## config.mk

```make
export PLATFORM = sky130hd
export DESIGN_NAME = sorted_priority_queue
export DESIGN_NICKNAME = d
export VERILOG_FILES = /design/src/hw/rtl/spq_pkg.sv /design/src/hw/rtl/spq_cell.sv /design/src/hw/rtl/sorted_priority_queue.sv
export SDC_FILE = /design/constraint.sdc
export NUM_CORES = 2
export LEC_CHECK = 0
export BUFFER_PORTS_ARGS = -buffer_cell sky130_fd_sc_hd__buf_4
export CAP_MARGIN = 5
export CORE_ASPECT_RATIO = 1.2
export CORE_MARGIN = 1.5
export CORE_UTILIZATION = 61
export DETAILED_ROUTE_END_ITERATION = 12
export PLACE_DENSITY = 0.78
export SYNTH_ARGS = -nofsm -noshare
export SYNTH_HDL_FRONTEND = slang
export SYNTH_SLANG_ARGS = --single-unit
```

## constraint.sdc

```tcl
create_clock -name clk_i -period 15.8 [get_ports clk_i]
set_clock_uncertainty 0.1 [all_clocks]
set_input_delay 0.79 -clock clk_i [delete_from_list [all_inputs] [get_ports clk_i]]
set_output_delay 0.79 -clock clk_i [all_outputs]
set_load 0.1 [all_outputs]
```

## src/hw/rtl/spq_pkg.sv

```systemverilog
// shared types and constants for the sorted priority queue
// no dependencies; imported by spq_cell and sorted_priority_queue
`default_nettype none

package spq_pkg;

  localparam int unsigned SpqDepth   = 16;
  localparam int unsigned SpqKeyBits = 16;
  localparam int unsigned SpqTagBits = 16;

  typedef enum logic [2:0] {
    OP_INSERT     = 3'd0,
    OP_POLL       = 3'd1,
    OP_PEEK       = 3'd2,
    OP_READ_AT    = 3'd3,
    OP_REMOVE_TAG = 3'd4,
    OP_REMOVE_AT  = 3'd5
  } op_e;

  typedef enum logic [1:0] {
    ST_OK    = 2'd0,
    ST_RANGE = 2'd1,
    ST_FULL  = 2'd2
  } status_e;

  typedef enum logic [1:0] {
    CELL_HOLD       = 2'd0,
    CELL_LOAD       = 2'd1,
    CELL_TAKE_LEFT  = 2'd2,
    CELL_TAKE_RIGHT = 2'd3
  } cell_cmd_e;

  typedef enum logic [1:0] {
    S_IDLE = 2'b01,
    S_SCAN = 2'b10
  } state_e;

  typedef struct packed {
    cell_cmd_e cmd;
  } cell_ctrl_t;

  typedef struct packed {
    logic gt;
    logic match;
  } cell_flags_t;

  // input word, first field in the highest bits
  typedef struct packed {
    logic        pad;
    logic [3:0]  position;
    logic [15:0] payload_tag;
    logic [15:0] priority_key;
    op_e         opcode;
  } in_word_t;

  // output word, first field in the highest bits
  typedef struct packed {
    logic [4:0]  entry_count;
    logic [4:0]  removed_count;
    logic [3:0]  out_position;
    logic [15:0] out_key;
    logic [15:0] out_payload;
    status_e     status;
  } out_word_t;

endpackage

`default_nettype wire

```

## src/hw/rtl/spq_cell.sv

```systemverilog
// one queue cell: holds a key and a tag, loads, holds or takes a neighbor entry
// depends on spq_pkg
`default_nettype none

module spq_cell
  import spq_pkg::*;
#(
  parameter int unsigned KEY_BITS = SpqKeyBits,
  parameter int unsigned TAG_BITS = SpqTagBits
) (
  input  wire logic                clk_i,
  input  wire cell_ctrl_t          ctrl_i,
  input  wire logic [KEY_BITS-1:0] new_key_i,
  input  wire logic [TAG_BITS-1:0] new_tag_i,
  input  wire logic [KEY_BITS-1:0] left_key_i,
  input  wire logic [TAG_BITS-1:0] left_tag_i,
  input  wire logic [KEY_BITS-1:0] right_key_i,
  input  wire logic [TAG_BITS-1:0] right_tag_i,
  output logic      [KEY_BITS-1:0] key_o,
  output logic      [TAG_BITS-1:0] tag_o,
  output cell_flags_t              flags_o
);

  logic [KEY_BITS-1:0] key_q, key_d;
  logic [TAG_BITS-1:0] tag_q, tag_d;

  always_comb begin
    unique case (ctrl_i.cmd)
      CELL_LOAD: begin
        key_d = new_key_i;
        tag_d = new_tag_i;
      end
      CELL_TAKE_LEFT: begin
        key_d = left_key_i;
        tag_d = left_tag_i;
      end
      CELL_TAKE_RIGHT: begin
        key_d = right_key_i;
        tag_d = right_tag_i;
      end
      default: begin
        key_d = key_q;
        tag_d = tag_q;
      end
    endcase
  end

  always_ff @(posedge clk_i) begin
    key_q <= key_d;
    tag_q <= tag_d;
  end

  assign key_o         = key_q;
  assign tag_o         = tag_q;
  assign flags_o.gt    = (key_q > new_key_i);
  assign flags_o.match = (tag_q == new_tag_i);

endmodule

`default_nettype wire

```

## src/hw/rtl/sorted_priority_queue.sv

```systemverilog
// sorted priority queue top level: row of spq_cell entries plus sequencer
// depends on spq_pkg and spq_cell
//
// usage: one command word enters on the s_axis group, one result word leaves on
// the m_axis group for every command. entries stay sorted by ascending key,
// equal keys in arrival order, shifting one place between neighbor cells.
// insert, poll, peek, read at and remove at finish in the accept cycle; the
// result word is valid on the next cycle. remove by tag walks a scan pointer
// down the cell row, one entry per cycle, removing each entry whose tag matches,
// and loads the result word once the pointer passes the last stored entry.
// a new command is taken only with the sequencer idle and the result register
// free or being read in the same cycle; a stalled receiver holds the result
// word and blocks further commands without losing anything.
// reset empties the queue and drops any pending result; entry contents are not
// cleared and are never read before written.
`default_nettype none

module sorted_priority_queue
  import spq_pkg::*;
#(
  parameter int unsigned DEPTH    = SpqDepth,
  parameter int unsigned KEY_BITS = SpqKeyBits,
  parameter int unsigned TAG_BITS = SpqTagBits
) (
  input  wire logic        clk_i,
  input  wire logic        rst_ni,
  input  wire logic        s_axis_tvalid_i,
  output logic             s_axis_tready_o,
  // opcode, priority_key, payload_tag, position, one pad bit
  input  wire logic [39:0] s_axis_tdata_i,
  output logic             m_axis_tvalid_o,
  input  wire logic        m_axis_tready_i,
  // status, out_payload, out_key, out_position, removed_count, entry_count
  output logic      [47:0] m_axis_tdata_o
);

  localparam int unsigned IdxW = (DEPTH > 1) ? $clog2(DEPTH) : 1;
  localparam int unsigned CntW = $clog2(DEPTH + 1);

  in_word_t  in_w;
  out_word_t out_q, out_d;
  logic      out_load;
  logic      m_valid_q;

  state_e            state_q, state_d;
  logic [CntW-1:0]   cnt_q, cnt_d;
  logic [CntW-1:0]   scan_q, scan_d;
  logic [CntW-1:0]   rcnt_q, rcnt_d;
  logic [TAG_BITS-1:0] tag_q;

  logic [31:0]         key_ext, tag_ext;
  logic [KEY_BITS-1:0] bus_key;
  logic [TAG_BITS-1:0] in_tag, bus_tag;
  logic                in_fire;
  logic                pos_ok;
  logic [IdxW-1:0]     pos_idx, scan_idx, ins_pos;

  logic [KEY_BITS-1:0] cell_key [DEPTH];
  logic [TAG_BITS-1:0] cell_tag [DEPTH];
  cell_flags_t         cell_flags [DEPTH];
  cell_ctrl_t          cell_ctrl [DEPTH];
  logic [DEPTH-1:0]    valid_vec, gt_vec, match_vec, ins_vec;
  logic [31:0]         rd_key_ext, rd_tag_ext;
  logic [31:0]         hd_key_ext, hd_tag_ext;

  assign in_w    = in_word_t'(s_axis_tdata_i);
  assign key_ext = {16'd0, in_w.priority_key};
  assign tag_ext = {16'd0, in_w.payload_tag};
  assign bus_key = key_ext[KEY_BITS-1:0];
  assign in_tag  = tag_ext[TAG_BITS-1:0];
  assign bus_tag = (state_q == S_SCAN) ? tag_q : in_tag;

  assign s_axis_tready_o = (state_q == S_IDLE) && (!m_valid_q || m_axis_tready_i);
  assign in_fire         = s_axis_tvalid_i && s_axis_tready_o;
  assign pos_ok          = (32'(in_w.position) < 32'(cnt_q));
  assign pos_idx         = IdxW'(in_w.position);
  assign scan_idx        = scan_q[IdxW-1:0];

  for (genvar g = 0; g < DEPTH; g++) begin : g_cell
    logic [KEY_BITS-1:0] lk, rk;
    logic [TAG_BITS-1:0] lt, rt;
    if (g == 0) begin : g_first
      assign lk = '0;
      assign lt = '0;
    end else begin : g_mid_l
      assign lk = cell_key[g-1];
      assign lt = cell_tag[g-1];
    end
    if (g == DEPTH - 1) begin : g_last
      assign rk = '0;
      assign rt = '0;
    end else begin : g_mid_r
      assign rk = cell_key[g+1];
      assign rt = cell_tag[g+1];
    end

    spq_cell #(
      .KEY_BITS(KEY_BITS),
      .TAG_BITS(TAG_BITS)
    ) u_cell (
      .clk_i      (clk_i),
      .ctrl_i     (cell_ctrl[g]),
      .new_key_i  (bus_key),
      .new_tag_i  (bus_tag),
      .left_key_i (lk),
      .left_tag_i (lt),
      .right_key_i(rk),
      .right_tag_i(rt),
      .key_o      (cell_key[g]),
      .tag_o      (cell_tag[g]),
      .flags_o    (cell_flags[g])
    );

    assign valid_vec[g] = (32'(g) < 32'(cnt_q));
    assign gt_vec[g]    = valid_vec[g] && cell_flags[g].gt;
    assign match_vec[g] = valid_vec[g] && cell_flags[g].match;
    if (g == 0) begin : g_ins_first
      assign ins_vec[g] = gt_vec[g] || (32'(g) == 32'(cnt_q));
    end else begin : g_ins_mid
      assign ins_vec[g] = (gt_vec[g] || (32'(g) == 32'(cnt_q))) && !gt_vec[g-1];
    end
  end

  always_comb begin
    ins_pos = '0;
    for (int i = 0; i < DEPTH; i++) begin
      if (ins_vec[i]) begin
        ins_pos = ins_pos | IdxW'(i);
      end
    end
  end

  assign rd_key_ext = 32'(cell_key[pos_idx]);
  assign rd_tag_ext = 32'(cell_tag[pos_idx]);
  assign hd_key_ext = 32'(cell_key[0]);
  assign hd_tag_ext = 32'(cell_tag[0]);

  always_comb begin
    state_d  = state_q;
    cnt_d    = cnt_q;
    scan_d   = scan_q;
    rcnt_d   = rcnt_q;
    out_load = 1'b0;
    out_d    = '0;
    out_d.status = ST_OK;
    for (int i = 0; i < DEPTH; i++) begin
      cell_ctrl[i].cmd = CELL_HOLD;
    end

    unique case (state_q)
      S_IDLE: begin
        if (in_fire) begin
          out_load = 1'b1;
          unique case (in_w.opcode)
            OP_INSERT: begin
              if (cnt_q == CntW'(DEPTH)) begin
                out_d.status = ST_FULL;
              end else begin
                for (int i = 0; i < DEPTH; i++) begin
                  if (i > 0 && gt_vec[(i > 0) ? i - 1 : 0]) begin
                    cell_ctrl[i].cmd = CELL_TAKE_LEFT;
                  end else if (ins_vec[i]) begin
                    cell_ctrl[i].cmd = CELL_LOAD;
                  end
                end
                cnt_d              = cnt_q + CntW'(1);
                out_d.out_position = 4'(ins_pos);
              end
            end
            OP_POLL, OP_PEEK: begin
              if (cnt_q == '0) begin
                out_d.status = ST_RANGE;
              end else begin
                out_d.out_key     = hd_key_ext[15:0];
                out_d.out_payload = hd_tag_ext[15:0];
                if (in_w.opcode == OP_POLL) begin
                  for (int i = 0; i < DEPTH - 1; i++) begin
                    cell_ctrl[i].cmd = CELL_TAKE_RIGHT;
                  end
                  cnt_d = cnt_q - CntW'(1);
                end
              end
            end
            OP_READ_AT, OP_REMOVE_AT: begin
              if (!pos_ok) begin
                out_d.status = ST_RANGE;
              end else begin
                out_d.out_key     = rd_key_ext[15:0];
                out_d.out_payload = rd_tag_ext[15:0];
                if (in_w.opcode == OP_REMOVE_AT) begin
                  for (int i = 0; i < DEPTH - 1; i++) begin
                    if (32'(i) >= 32'(pos_idx)) begin
                      cell_ctrl[i].cmd = CELL_TAKE_RIGHT;
                    end
                  end
                  cnt_d = cnt_q - CntW'(1);
                end
              end
            end
            OP_REMOVE_TAG: begin
              out_load = 1'b0;
              state_d  = S_SCAN;
              scan_d   = '0;
              rcnt_d   = '0;
            end
            default: begin
            end
          endcase
        end
      end
      S_SCAN: begin
        if (scan_q >= cnt_q) begin
          out_load            = 1'b1;
          out_d.removed_count = 5'(rcnt_q);
          state_d             = S_IDLE;
        end else if (match_vec[scan_idx]) begin
          for (int i = 0; i < DEPTH - 1; i++) begin
            if (32'(i) >= 32'(scan_idx)) begin
              cell_ctrl[i].cmd = CELL_TAKE_RIGHT;
            end
          end
          cnt_d  = cnt_q - CntW'(1);
          rcnt_d = rcnt_q + CntW'(1);
        end else begin
          scan_d = scan_q + CntW'(1);
        end
      end
      default: begin
        state_d = S_IDLE;
      end
    endcase

    out_d.entry_count = 5'(cnt_d);
  end

  always_ff @(posedge clk_i or negedge rst_ni) begin
    if (!rst_ni) begin
      state_q   <= S_IDLE;
      cnt_q     <= '0;
      scan_q    <= '0;
      rcnt_q    <= '0;
      m_valid_q <= 1'b0;
    end else begin
      state_q <= state_d;
      cnt_q   <= cnt_d;
      scan_q  <= scan_d;
      rcnt_q  <= rcnt_d;
      if (out_load) begin
        m_valid_q <= 1'b1;
      end else if (m_axis_tready_i) begin
        m_valid_q <= 1'b0;
      end
    end
  end

  always_ff @(posedge clk_i) begin
    if (out_load) begin
      out_q <= out_d;
    end
    if (in_fire) begin
      tag_q <= in_tag;
    end
  end

  assign m_axis_tvalid_o = m_valid_q;
  assign m_axis_tdata_o  = out_q;

endmodule

`default_nettype wire
```

==> reports/results.ini <==
[yosys]
synthesis.instances = 3781
synth.net_count = 4100
ys_async_sr_fraction = 0.03030
ys_seq_elements = 594
synth_edf_count = 576
netlist_top_cells_area = sky130_fd_sc_hd__edfxtp_1, sky130_fd_sc_hd__mux4_2, sky130_fd_sc_hd__ha_1, sky130_fd_sc_hd__a221o_1, sky130_fd_sc_hd__xnor2_1
synth_ff_type = sky130_fd_sc_hd__edfxtp_1
synth_cell_types = 83
synth_top_area_share = 0.4134
postSynthAreaPerCell_sq_um = 11.07
mappedNetlistArea_sq_um = 41840
yosysSeqAreaShare = 0.4242
yosysTopAreaCell = sky130_fd_sc_hd__edfxtp_1
ys_warn_count = 0

[worst_setup_path]
timing.critical_path.arrival_ns = 7.06
critPathCaptureType = flip-flop
path_cells = inv_1 -> ha_2 -> buf_4 -> mux2i_4 -> buf_4 -> xor2_1 -> nand4_1 -> or4_1 -> o41ai_1 -> nor3_1 -> a211oi_4 -> o21ai_4 -> nand2b_1 -> o22ai_1 -> o21ai_0
maximum_cell_stage_delay_along_the_critical_path_ns = 1.06
critical_path.max_fanout = 32
crit_required_ns = 16.01
setup.worst_path.class = flip-flop to flip-flop
crit_slowest_cell = sky130_fd_sc_hd__o22ai_1
start_kind = flip-flop
critical_path_most_common_cell = sky130_fd_sc_hd__buf_4

[detailed_routing]
vias = 35370
post-route-drc-count = 0
final_antenna_net_count = 0
routed_wirelength_mm = 138.1
drtPass1Iterations = 10
post_drt_via_cell_ratio = 7.532
dr.first_iter.drc_count = 5846
drt_wl_cell_um = 29.41

[timing]
setup_slack_ns = 8.951
slew_at_the_pin_closest_to_its_max_slew_limit_ns = 1.340
max-slew-margin-rel = 0.1069
final_hold_viol_count = 0
grt_setup_unrepaired = false
post-route-min-period_ns = 6.849
max_freq_mhz = 146.0
final_min_period_over_clock_period = 0.4335
report.final.slew_viol_count = 0
totalNegativeSetupSlack_ns = 0
setup_viol = 0

[power_and_ir_drop]
power_density_nw_per_um2 = 114.9
max-vdd-ir-drop_mv = 0.1918
power_leakage_nw = 16.04
fin_total_pwr_mw = 5.231

[grt]
antenna_found_initial = 8
grt_first_pass_wirelength_mm = 207.1
grt_start_max_net_pins = 65
grt_usage = 0.3852
number_of_global_route_vias_before_repair = 33550
globalRouteOverflowTotal = 0

[placement]
port-buffer-count = 92
place.gp.congestion = 0.9543
hpwl_mm = 100.6
pre_cts_slack_ns = 9.164
dpl.cell_count = 4576

[clock_tree]
post_cts.repair.setup_buffers = 0
cts.sink_count = 594
cts_clk_pin_slew_worst_paths_ns = 0.06
cts-buffers-inserted = 66
clk_latency_ns = 0.63
h-tree-depth = 3
clock_tree.buffer_depth = 3
clock-root-buffer = sky130_fd_sc_hd__clkbuf_16
tritoncts = yes

[finish]
filler_cell_count = 5118
final_standard_cell_utilization_of_the_core = 0.6676
area_growth_pct = 8.785
fin_nets = 4055
drive_gt1_frac = 0.1432
post_layout_nonfiller_instances = 4696

[die]
placementRows = 105
fp.dieArea_sq_um = 70180
die_height_um = 289.9
chipWidth_um = 242.1
floorplan.initialDensity = 0.6137
placeableCoreArea_sq_um = 68180
number_of_top_level_pins = 94

[flow_run]
drv.max_cap_violation_count = 0

[outcome]
outcome = complete, no violations

[hold_path]
min-delay-path-class = input port to flip-flop

area by class of cell:
type                            instances  area (sq um)  share of cell area
Multi-Input combinational cell       2755         22690              0.4985
Sequential cell                       594         17750              0.3899
Clock buffer                           84          1782             0.03914
Timing Repair Buffer                  185          1401             0.03079
Tap cell                              909          1137             0.02499
Inverter                              134         503.0             0.01105
Clock inverter                         34         252.7            0.005552
Antenna cell                            1         2.502          0.00005497
cells in the final DEF, fill, tap and decap left out, drive strengths merged, types with 124 or more instances in the layout:
cell / netlist / layout
buf: 100 / 183
nand2: 207 / 207
xnor2: 160 / 160
mux4: 160 / 160
a21oi: 233 / 233
nor2: 294 / 294
a221o: 177 / 177
inv: 121 / 124
edfxtp: 576 / 576
ha: 275 / 275
o21ai: 173 / 173
final timing paths:
| kind | endpoint | start | slack (ns) | cells after the start |
|---|---|---|---|---|
| max in group asynchronous | state_q[0] | rst_ni | 14.83 | 2 |
| setup / recovery | g_cell[7].u_cell.tag_o[11] | state_q[0] | 8.95 | 15 |
| hold reg to reg | m_axis_tvalid_o | m_axis_tvalid_o | 0.42 | 2 |
| min in group asynchronous | cnt_q[0] | rst_ni | 0.49 | 2 |
| setup reg to reg | g_cell[7].u_cell.tag_o[11] | state_q[0] | 8.95 | 15 |
| hold / removal | tag_q[7] | s_axis_tdata_i[26] | 0.26 | 1 |
power breakdown:
group	switching, mW	internal (mW)	total [mW]	leakage [nW]
clock	0.677	0.835	1.51	1.00
sequential	0.0773	1.90	1.97	5.45
combinational	1.21	0.532	1.75	9.59
total	1.97	3.26	5.23	16.0
Yosys cell counts, drive strengths merged, types with 6 or more instances:
master	count
nand4	117
inv	121
o21ai	173
mux4	160
o31ai	13
a22oi	99
o211a	7
o221ai	33
nand2	207
a31oi	18
a21o	73
xor2	101
and3	16
nor4	40
a221o	177
a222oi	32
clkinv	13
o21a	47
mux2i	34
ha	275
or4	6
or2	7
buf	100
clkbuf	198
nor2	294
o22ai	87
a211oi	26
edfxtp	576
dfrtp	17
o211ai	29
a21oi	233
and2	17
mux2	33
xnor2	160
nand3	27
nor3	68
nor2b	57
nand2b	18
worst max-delay path, delay by kind of cell (launching register included):
kind / cells / cell delay, ns
compound gates: 5 / 2.55
flops: 1 / 0.38
xor+xnor: 1 / 0.31
simple gates: 4 / 1.35
mux: 1 / 0.32
buf+inv: 3 / 1.10
fa+ha+maj: 1 / 0.34
cell families (layout without fill, tap and decap cells):
family | count (synthesis) | count (layout) | share of synthesized area
mux | 227 | 227 | 0.1067
buf+inv | 432 | 437 | 0.04234
simple gates | 884 | 884 | 0.1005
compound gates | 1108 | 1108 | 0.1895
fa+ha+maj | 275 | 275 | 0.08223
other cells | 0 | 1 | 0
flops | 594 | 594 | 0.4242
xor+xnor | 261 | 261 | 0.05463
registers in the layout, indices dropped and copies added, names as in the netlist:
name,count
m_axis_tvalid_o,1
g_cell.u_cell.tag_o,256
rcnt_q,5
m_axis_tdata_o,48
tag_q,16
scan_q,5
g_cell.u_cell.key_o,256
state_q,2
cnt_q,5
routing by layer:
layer / up-vias / global-route usage / share of wire
li1: 14850 / - / -
met1: 17280 / 0.5225 / 0.36
met2: 2854 / 0.6055 / 0.46
met3: 392 / 0.09406 / 0.14
met4: 4 / 0.1367 / 0.039
met5: - / 0 / 0.00020
metrics by stage:
step           hold WS (ns)  cell area, sq um
3_3_place_gp         0.3969             43470
2_1_floorplan        0.3856             41840
3_5_place_dp         0.3988             43470
4_1_cts              0.2418             45520
6_report             0.2605             45520
5_1_grt              0.2595             45520
what timing repair did:
action                    CTS  global route
hold buffers                1             0
gates resized for setup     0             0
hold endpoints to repair   17             0
Note: power is estimated with default switching activity, not from simulation.
